**src/hdl/kmpt_pkg.sv**
```systemverilog
`timescale 1ns / 1ps

package kmpt_pkg;

    localparam int KIND_W   = 2;
    localparam int TASK_W   = 16;
    localparam int USER_W   = 16;
    localparam int PRIO_W   = 32;
    localparam int STATUS_W = 2;

    localparam logic [KIND_W-1:0] KIND_ADD    = 2'd0;
    localparam logic [KIND_W-1:0] KIND_EDIT   = 2'd1;
    localparam logic [KIND_W-1:0] KIND_REMOVE = 2'd2;
    localparam logic [KIND_W-1:0] KIND_EXEC   = 2'd3;

    localparam logic [STATUS_W-1:0] STATUS_DONE    = 2'd0;
    localparam logic [STATUS_W-1:0] STATUS_EMPTY   = 2'd1;
    localparam logic [STATUS_W-1:0] STATUS_UNKNOWN = 2'd2;
    localparam logic [STATUS_W-1:0] STATUS_FULL    = 2'd3;

    typedef struct packed {
        logic [KIND_W-1:0] kind;
        logic [TASK_W-1:0] task_id;
        logic [USER_W-1:0] user_id;
        logic [PRIO_W-1:0] priority_req;
    } req_t;

    typedef struct packed {
        logic [USER_W-1:0]   owner_user;
        logic [STATUS_W-1:0] status;
    } rsp_t;

endpackage

```
**src/hdl/kmpt_ram.sv**
```systemverilog
`timescale 1ns / 1ps

module kmpt_ram #(
    parameter int WIDTH = 8,
    parameter int DEPTH = 64
) (
    input  logic                     aclk,
    input  logic                     we,
    input  logic [$clog2(DEPTH)-1:0] waddr,
    input  logic [WIDTH-1:0]         wdata,
    input  logic [$clog2(DEPTH)-1:0] raddr,
    output logic [WIDTH-1:0]         rdata
);

    logic [WIDTH-1:0] mem [DEPTH];
    logic [WIDTH-1:0] rdata_reg;

    always_ff @(posedge aclk) begin
        if (we) begin
            mem[waddr] <= wdata;
        end
        rdata_reg <= mem[raddr];
    end

    assign rdata = rdata_reg;

endmodule

```
**src/hdl/keyed_max_priority_task_table_top.sv**
```systemverilog
`timescale 1ns / 1ps

// Task table keyed by task id, holding up to CAPACITY tasks in one RAM whose
// words carry a valid flag, the task id, the owning user and the priority.
// Every request (add, change priority, remove, execute top) scans all slots
// through the single read port, one slot per cycle, then writes back at most
// one slot. The result sits in an output register, so the next request may be
// accepted while it waits. After reset the block clears every RAM slot and
// holds s_ready low meanwhile. Execute removes the valid task of highest
// priority, ties to the larger task id, and returns its owning user.

module keyed_max_priority_task_table_top
    import kmpt_pkg::*;
#(
    parameter int CAPACITY      = 64,
    parameter int TASK_ID_BITS  = 16,
    parameter int USER_ID_BITS  = 16,
    parameter int PRIORITY_BITS = 32
) (
    input  logic aclk,
    input  logic aresetn,
    input  logic s_valid,
    output logic s_ready,
    input  req_t s_payload,
    output logic m_valid,
    input  logic m_ready,
    output rsp_t m_payload
);

    localparam int ADDR_W = $clog2(CAPACITY);
    localparam int CNT_W  = ADDR_W + 1;
    localparam int KEY_W  = (TASK_ID_BITS < TASK_W) ? TASK_ID_BITS : TASK_W;
    localparam int USR_W  = (USER_ID_BITS < USER_W) ? USER_ID_BITS : USER_W;
    localparam int PRI_W  = (PRIORITY_BITS < PRIO_W) ? PRIORITY_BITS : PRIO_W;
    localparam int WORD_W = 1 + KEY_W + USR_W + PRI_W;
    localparam logic [CNT_W-1:0] CNT_END = CNT_W'(CAPACITY);

    typedef enum logic [3:0] {
        STATE_CLEAR  = 4'b0001,
        STATE_IDLE   = 4'b0010,
        STATE_SCAN   = 4'b0100,
        STATE_FINISH = 4'b1000
    } state_t;

    state_t state_reg, state_next;
    logic [CNT_W-1:0]  cnt_reg, cnt_next;
    logic              rvalid_reg, rvalid_next;
    logic [ADDR_W-1:0] ridx_reg, ridx_next;
    logic              m_valid_reg, m_valid_next;
    rsp_t              rsp_reg, rsp_next;

    logic [KIND_W-1:0] kind_reg, kind_next;
    logic [KEY_W-1:0]  key_reg, key_next;
    logic [USR_W-1:0]  user_reg, user_next;
    logic [PRI_W-1:0]  prio_reg, prio_next;

    logic              found_reg, found_next;
    logic [ADDR_W-1:0] found_idx_reg, found_idx_next;
    logic [USR_W-1:0]  found_user_reg, found_user_next;
    logic              free_reg, free_next;
    logic [ADDR_W-1:0] free_idx_reg, free_idx_next;
    logic              best_reg, best_next;
    logic [ADDR_W-1:0] best_idx_reg, best_idx_next;
    logic [PRI_W-1:0]  best_prio_reg, best_prio_next;
    logic [KEY_W-1:0]  best_task_reg, best_task_next;
    logic [USR_W-1:0]  best_user_reg, best_user_next;

    logic              ram_we;
    logic [ADDR_W-1:0] ram_waddr;
    logic [WORD_W-1:0] ram_wdata;
    logic [ADDR_W-1:0] ram_raddr;
    logic [WORD_W-1:0] ram_rdata;

    logic              e_valid;
    logic [KEY_W-1:0]  e_task;
    logic [USR_W-1:0]  e_user;
    logic [PRI_W-1:0]  e_prio;
    logic              out_free;

    kmpt_ram #(
        .WIDTH(WORD_W),
        .DEPTH(CAPACITY)
    ) u_ram (
        .aclk (aclk),
        .we   (ram_we),
        .waddr(ram_waddr),
        .wdata(ram_wdata),
        .raddr(ram_raddr),
        .rdata(ram_rdata)
    );

    assign e_valid = ram_rdata[WORD_W-1];
    assign e_task  = ram_rdata[USR_W+PRI_W +: KEY_W];
    assign e_user  = ram_rdata[PRI_W +: USR_W];
    assign e_prio  = ram_rdata[PRI_W-1:0];

    assign out_free  = !m_valid_reg || m_ready;
    assign s_ready   = (state_reg == STATE_IDLE);
    assign m_valid   = m_valid_reg;
    assign m_payload = rsp_reg;
    assign ram_raddr = cnt_reg[ADDR_W-1:0];

    always_comb begin
        state_next      = state_reg;
        cnt_next        = cnt_reg;
        rvalid_next     = 1'b0;
        ridx_next       = ridx_reg;
        m_valid_next    = m_valid_reg;
        rsp_next        = rsp_reg;
        kind_next       = kind_reg;
        key_next        = key_reg;
        user_next       = user_reg;
        prio_next       = prio_reg;
        found_next      = found_reg;
        found_idx_next  = found_idx_reg;
        found_user_next = found_user_reg;
        free_next       = free_reg;
        free_idx_next   = free_idx_reg;
        best_next       = best_reg;
        best_idx_next   = best_idx_reg;
        best_prio_next  = best_prio_reg;
        best_task_next  = best_task_reg;
        best_user_next  = best_user_reg;
        ram_we          = 1'b0;
        ram_waddr       = found_idx_reg;
        ram_wdata       = {1'b1, key_reg, user_reg, prio_reg};

        if (m_valid_reg && m_ready) begin
            m_valid_next = 1'b0;
        end

        case (state_reg)
            STATE_CLEAR: begin
                ram_we    = 1'b1;
                ram_waddr = cnt_reg[ADDR_W-1:0];
                ram_wdata = '0;
                if (cnt_reg == CNT_END - CNT_W'(1)) begin
                    cnt_next   = '0;
                    state_next = STATE_IDLE;
                end else begin
                    cnt_next = cnt_reg + CNT_W'(1);
                end
            end
            STATE_IDLE: begin
                if (s_valid) begin
                    kind_next  = s_payload.kind;
                    key_next   = s_payload.task_id[KEY_W-1:0];
                    user_next  = s_payload.user_id[USR_W-1:0];
                    prio_next  = s_payload.priority_req[PRI_W-1:0];
                    found_next = 1'b0;
                    free_next  = 1'b0;
                    best_next  = 1'b0;
                    cnt_next   = '0;
                    state_next = STATE_SCAN;
                end
            end
            STATE_SCAN: begin
                // issue one read per cycle, compare the slot read last cycle
                if (cnt_reg != CNT_END) begin
                    rvalid_next = 1'b1;
                    ridx_next   = cnt_reg[ADDR_W-1:0];
                    cnt_next    = cnt_reg + CNT_W'(1);
                end else begin
                    state_next = STATE_FINISH;
                end
                if (rvalid_reg) begin
                    if (e_valid && e_task == key_reg && !found_reg) begin
                        found_next      = 1'b1;
                        found_idx_next  = ridx_reg;
                        found_user_next = e_user;
                    end
                    if (!e_valid && !free_reg) begin
                        free_next     = 1'b1;
                        free_idx_next = ridx_reg;
                    end
                    if (e_valid && (!best_reg || e_prio > best_prio_reg ||
                        (e_prio == best_prio_reg && e_task > best_task_reg))) begin
                        best_next      = 1'b1;
                        best_idx_next  = ridx_reg;
                        best_prio_next = e_prio;
                        best_task_next = e_task;
                        best_user_next = e_user;
                    end
                end
            end
            STATE_FINISH: begin
                if (out_free) begin
                    m_valid_next        = 1'b1;
                    rsp_next.owner_user = '0;
                    rsp_next.status     = STATUS_DONE;
                    state_next          = STATE_IDLE;
                    case (kind_reg)
                        KIND_ADD: begin
                            if (found_reg) begin
                                ram_we = 1'b1;
                            end else if (free_reg) begin
                                ram_we    = 1'b1;
                                ram_waddr = free_idx_reg;
                            end else begin
                                rsp_next.status = STATUS_FULL;
                            end
                        end
                        KIND_EDIT: begin
                            if (found_reg) begin
                                ram_we    = 1'b1;
                                ram_wdata = {1'b1, key_reg, found_user_reg, prio_reg};
                            end else begin
                                rsp_next.status = STATUS_UNKNOWN;
                            end
                        end
                        KIND_REMOVE: begin
                            if (found_reg) begin
                                ram_we    = 1'b1;
                                ram_wdata = '0;
                            end else begin
                                rsp_next.status = STATUS_UNKNOWN;
                            end
                        end
                        default: begin
                            if (best_reg) begin
                                ram_we              = 1'b1;
                                ram_waddr           = best_idx_reg;
                                ram_wdata           = '0;
                                rsp_next.owner_user = USER_W'(best_user_reg);
                            end else begin
                                rsp_next.status = STATUS_EMPTY;
                            end
                        end
                    endcase
                end
            end
            default: begin
                state_next = STATE_IDLE;
            end
        endcase
    end

    always_ff @(posedge aclk) begin
        if (!aresetn) begin
            state_reg   <= STATE_CLEAR;
            cnt_reg     <= '0;
            rvalid_reg  <= 1'b0;
            m_valid_reg <= 1'b0;
            found_reg   <= 1'b0;
            free_reg    <= 1'b0;
            best_reg    <= 1'b0;
        end else begin
            state_reg   <= state_next;
            cnt_reg     <= cnt_next;
            rvalid_reg  <= rvalid_next;
            m_valid_reg <= m_valid_next;
            found_reg   <= found_next;
            free_reg    <= free_next;
            best_reg    <= best_next;
        end
    end

    always_ff @(posedge aclk) begin
        ridx_reg       <= ridx_next;
        rsp_reg        <= rsp_next;
        kind_reg       <= kind_next;
        key_reg        <= key_next;
        user_reg       <= user_next;
        prio_reg       <= prio_next;
        found_idx_reg  <= found_idx_next;
        found_user_reg <= found_user_next;
        free_idx_reg   <= free_idx_next;
        best_idx_reg   <= best_idx_next;
        best_prio_reg  <= best_prio_next;
        best_task_reg  <= best_task_next;
        best_user_reg  <= best_user_next;
    end

endmodule

```
**config.mk**
```make
export PLATFORM = sky130hd
export DESIGN_NAME = keyed_max_priority_task_table_top
export DESIGN_NICKNAME = d
export VERILOG_FILES = /design/src/hdl/kmpt_pkg.sv /design/src/hdl/kmpt_ram.sv /design/src/hdl/keyed_max_priority_task_table_top.sv
export SDC_FILE = /design/constraint.sdc
export NUM_CORES = 2
export LEC_CHECK = 0
export BUFFER_PORTS_ARGS = -buffer_cell sky130_fd_sc_hd__buf_2
export CAP_MARGIN = 20
export CORE_ASPECT_RATIO = 1.5
export CORE_MARGIN = 8
export CORE_UTILIZATION = 63
export CTS_CLUSTER_DIAMETER = 80
export DETAILED_ROUTE_END_ITERATION = 7
export HOLD_SLACK_MARGIN = 0.12
export PLACE_DENSITY_LB_ADDON = 0.08
export SYNTH_ARGS = -nofsm -noshare
export SYNTH_HDL_FRONTEND = slang
export SYNTH_MEMORY_MAX_BITS = 65536
export SYNTH_SLANG_ARGS = --single-unit
```
**constraint.sdc**
```tcl
create_clock -name aclk -period 9.96 [get_ports aclk]
set_clock_uncertainty 0.05 [all_clocks]
set_input_delay 1.494 -clock aclk [delete_from_list [all_inputs] [get_ports aclk]]
set_output_delay 1.494 -clock aclk [all_outputs]
set_load 0.1 [all_outputs]
```
==> flow_metrics.tcl <==
set metrics [dict create \
    p_sw_w 0.01239 \
    layout.nets 7323 \
    cts_resized 0 \
    synthTopCellsByArea "edfxtp_1 78%, mux4_2 17%, dfxtp_1 0.97%, a22oi_1 0.56%, ha_1 0.40%" \
    yosys_warnings 0 \
    grt_pass1_wl_um 598700 \
    hold_viol 0 \
    post-dp-hpwl_um 236900 \
    grt_pass1_vias 78810 \
    arrival_ps 5920 \
    htreeDepth 5 \
    grt_usage_pct 30.13 \
    clockBufferDepth 4 \
    portBuffers 89 \
    synth_top_flop_cell "edfxtp_1" \
    outcome "complete, no violations" \
    cp_data_required_time_ps 10420 \
    synth-seq-cells 4429 \
    clk_pin_slew_worst_paths_ps 60 \
    timing.rr.start "state_reg[3]" \
    io_pins 90 \
    crit_start "m_ready" \
    final-seq-area_um2 132200 \
    root_buffer "clkbuf_16" \
    whs_ps 382.1 \
    fin_crit_sh_pct 54.78 \
    p_comb_share_pct 20.5 \
    netSwitchingFraction_pct 26.38 \
    filler_cell_count 15450 \
    ir_worst_vdd_v 0.0002139 \
    cts_buffers 394 \
    yosysSeqAreaShare_pct 78.88 \
    ys_async_sr_fraction_pct 0 \
    yosysTopAreaCellShare_pct 77.91 \
    setup-tns-final_ps 0 \
    vias_per_cell 7.003 \
    antenna_found_initial 16 \
    p_int_w 0.03458 \
    layout-area-overhead-vs-synth_pct 11.32 \
    drt-initial-drc-count 9843 \
    synth_common_cells "4,348 x edfxtp_1, 1,296 x mux4_2, 146 x clkbuf_1" \
    postCtsSetupBuffers 0 \
    cts_tree "built" \
    vias 77370 \
    initial_utilization_pct 63.17 \
    worstSetupPathType "in -> reg" \
    yosysUniqueCellTypes 64 \
    power_frac_seq_pct 47.5 \
    synth_cells 6791 \
    syn_area_um2 167600 \
    worst_setup_path_end_kind "register" \
    coreArea_um2 265300 \
    die-width_um 437.1 \
    yosysMostFrequentCell "edfxtp_1" \
    gr-total-overflow 0 \
    drt_first_pass_iters 5 \
    final_layout_size_suffix_gt1_share_pct 30.85 \
    worst_skew_pair.late_latency_ps 930 \
    multi_input_area_um2 34220 \
    clkPwrFrac_pct 32.0 \
    antenna_left 0 \
    holdCritPathClass "reg -> reg" \
    max_cap_violations 0 \
    ctsHoldBuffers 0 \
    syn_area_per_cell_um2 24.68 \
    pwr_density_cell_nw_per_um2 251.8 \
    synth_fp_nets 6915 \
    rsz0062_at_grt "no" \
    period_needed_ps 5456 \
    dieArea_um2 283100 \
    maxSlewHeadroom_pct 23.33 \
    totalWireLength_um 428600 \
    hp-start "u_ram.rdata[47]" \
    largest_reg_flops 4160 \
    worst_pin_slew_ps 1150 \
    clock-sinks 4429 \
    num_rows 232 \
    timing.fmax_mhz 183.3 \
    start_kind "input port" \
    synth_edf_count 4348 \
    grt_max_degree 140 \
    drc 0 \
    routedWlPerCell_um 38.79 \
    cp_max_fo 36 \
    die_y_um 647.7 \
    gp_congestion 0.8396 \
    slew_violations 0 \
    yosys.area.top_type "edfxtp_1" \
    setup_viol 0 \
    total_leakage_power_nw 58.74 \
]
[power by group through the flow]
stage	Sequential (W)	Combinational, W	Clock (W)
floorplan	0.0225	0.00642	0
global placement	0.0227	0.00956	0
detailed placement	0.0227	0.00969	0
CTS	0.0223	0.00973	0.0152
global route	0.0223	0.0101	0.0159
finish	0.0223	0.00962	0.0150
[through the flow]
| stage | std cells | worst slack [ps] | utilization, % | cell area [um^2] | total power, W |
|---|---|---|---|---|---|
| 3_3_place_gp | 10300 | 3631 | 65.45 | 173700 | 0.03222 |
| 3_5_place_dp | 10300 | 3601 | 65.46 | 173700 | 0.03240 |
| 2_1_floorplan | 6791 | 1818 | - | 167600 | 0.02894 |
| 4_1_cts | 11020 | 4479 | 70.22 | 186300 | 0.04725 |
| 5_1_grt | 11040 | 4369 | 70.31 | 186500 | 0.04826 |
| 6_report | 11050 | 4504 | 70.32 | 186600 | 0.04697 |
[kinds of logic after synthesis]
group                    after synthesis  synth area share [%]
buffers and inverters                405                 1.024
multiplexers                        1316                 17.54
AO/OA/AOI/OAI                        238                 1.026
XOR/XNOR                              22                0.1150
AND/OR/NAND/NOR                      327                 1.012
adder cells (fa/ha/maj)               54                0.4032
flip-flops                          4429                 78.88
[path summary, 6_finish.rpt]
| check | slack, ps | end | cells after the start |
|---|---|---|---|
| max | 4500 | u_ram.mem[28][13] | 9 |
| min | 380 | found_user_reg[15] | 0 |
| max reg2reg | 4550 | u_ram.mem[28][13] | 8 |
| min reg2reg | 380 | found_user_reg[15] | 0 |
[cells in the final DEF, fill, tap and decap left out, types with 12 or more instances in the layout]
master,n
a21oi_1,21
a22o_1,16
a22oi_1,124
and2_1,52
and2_2,15
buf_12,25
buf_2,89
buf_4,242
bufinv_16,33
clkbuf_1,97
clkbuf_16,403
clkbuf_8,20
clkinv_1,72
clkinv_2,64
dfxtp_1,78
diode_2,14
edfxtp_1,4348
ha_1,54
inv_1,54
mux4_2,1296
nand2_1,90
nand3_1,13
nand4_1,23
nor2_1,21
nor2_4,43
nor2b_1,12
nor3_2,19
o21ai_0,16
xnor2_1,18
[area by class of cell]
| cell class | count | share of cell area (%) |
|---|---|---|
| Sequential cell | 4429 | 70.86 |
| Multi-Input combinational cell | 1957 | 18.34 |
| Clock buffer | 520 | 5.748 |
| Tap cell | 3510 | 2.354 |
| Timing Repair Buffer | 360 | 1.540 |
| Clock inverter | 201 | 1.018 |
| Inverter | 57 | 0.1200 |
| Antenna cell | 14 | 0.01878 |
[routing by layer]
metal	track usage, %	vias to the layer above	routed length (um)
met3	4.334	832	34280
met5	0	-	12
met4	13.94	2	24450
met1	38.51	42020	148000
li1	-	30180	-
met2	51.92	4334	221900
[worst max-delay path: stages]
cell      delay (ps)
buf_2             70
nor2b_1          130
and2b_4          890
o21ai_0          250
o21ai_1          590
nand3b_1         740
nor2_4           270
buf_4            590
buf_4            780
Note: power is estimated with default switching activity, not from simulation.
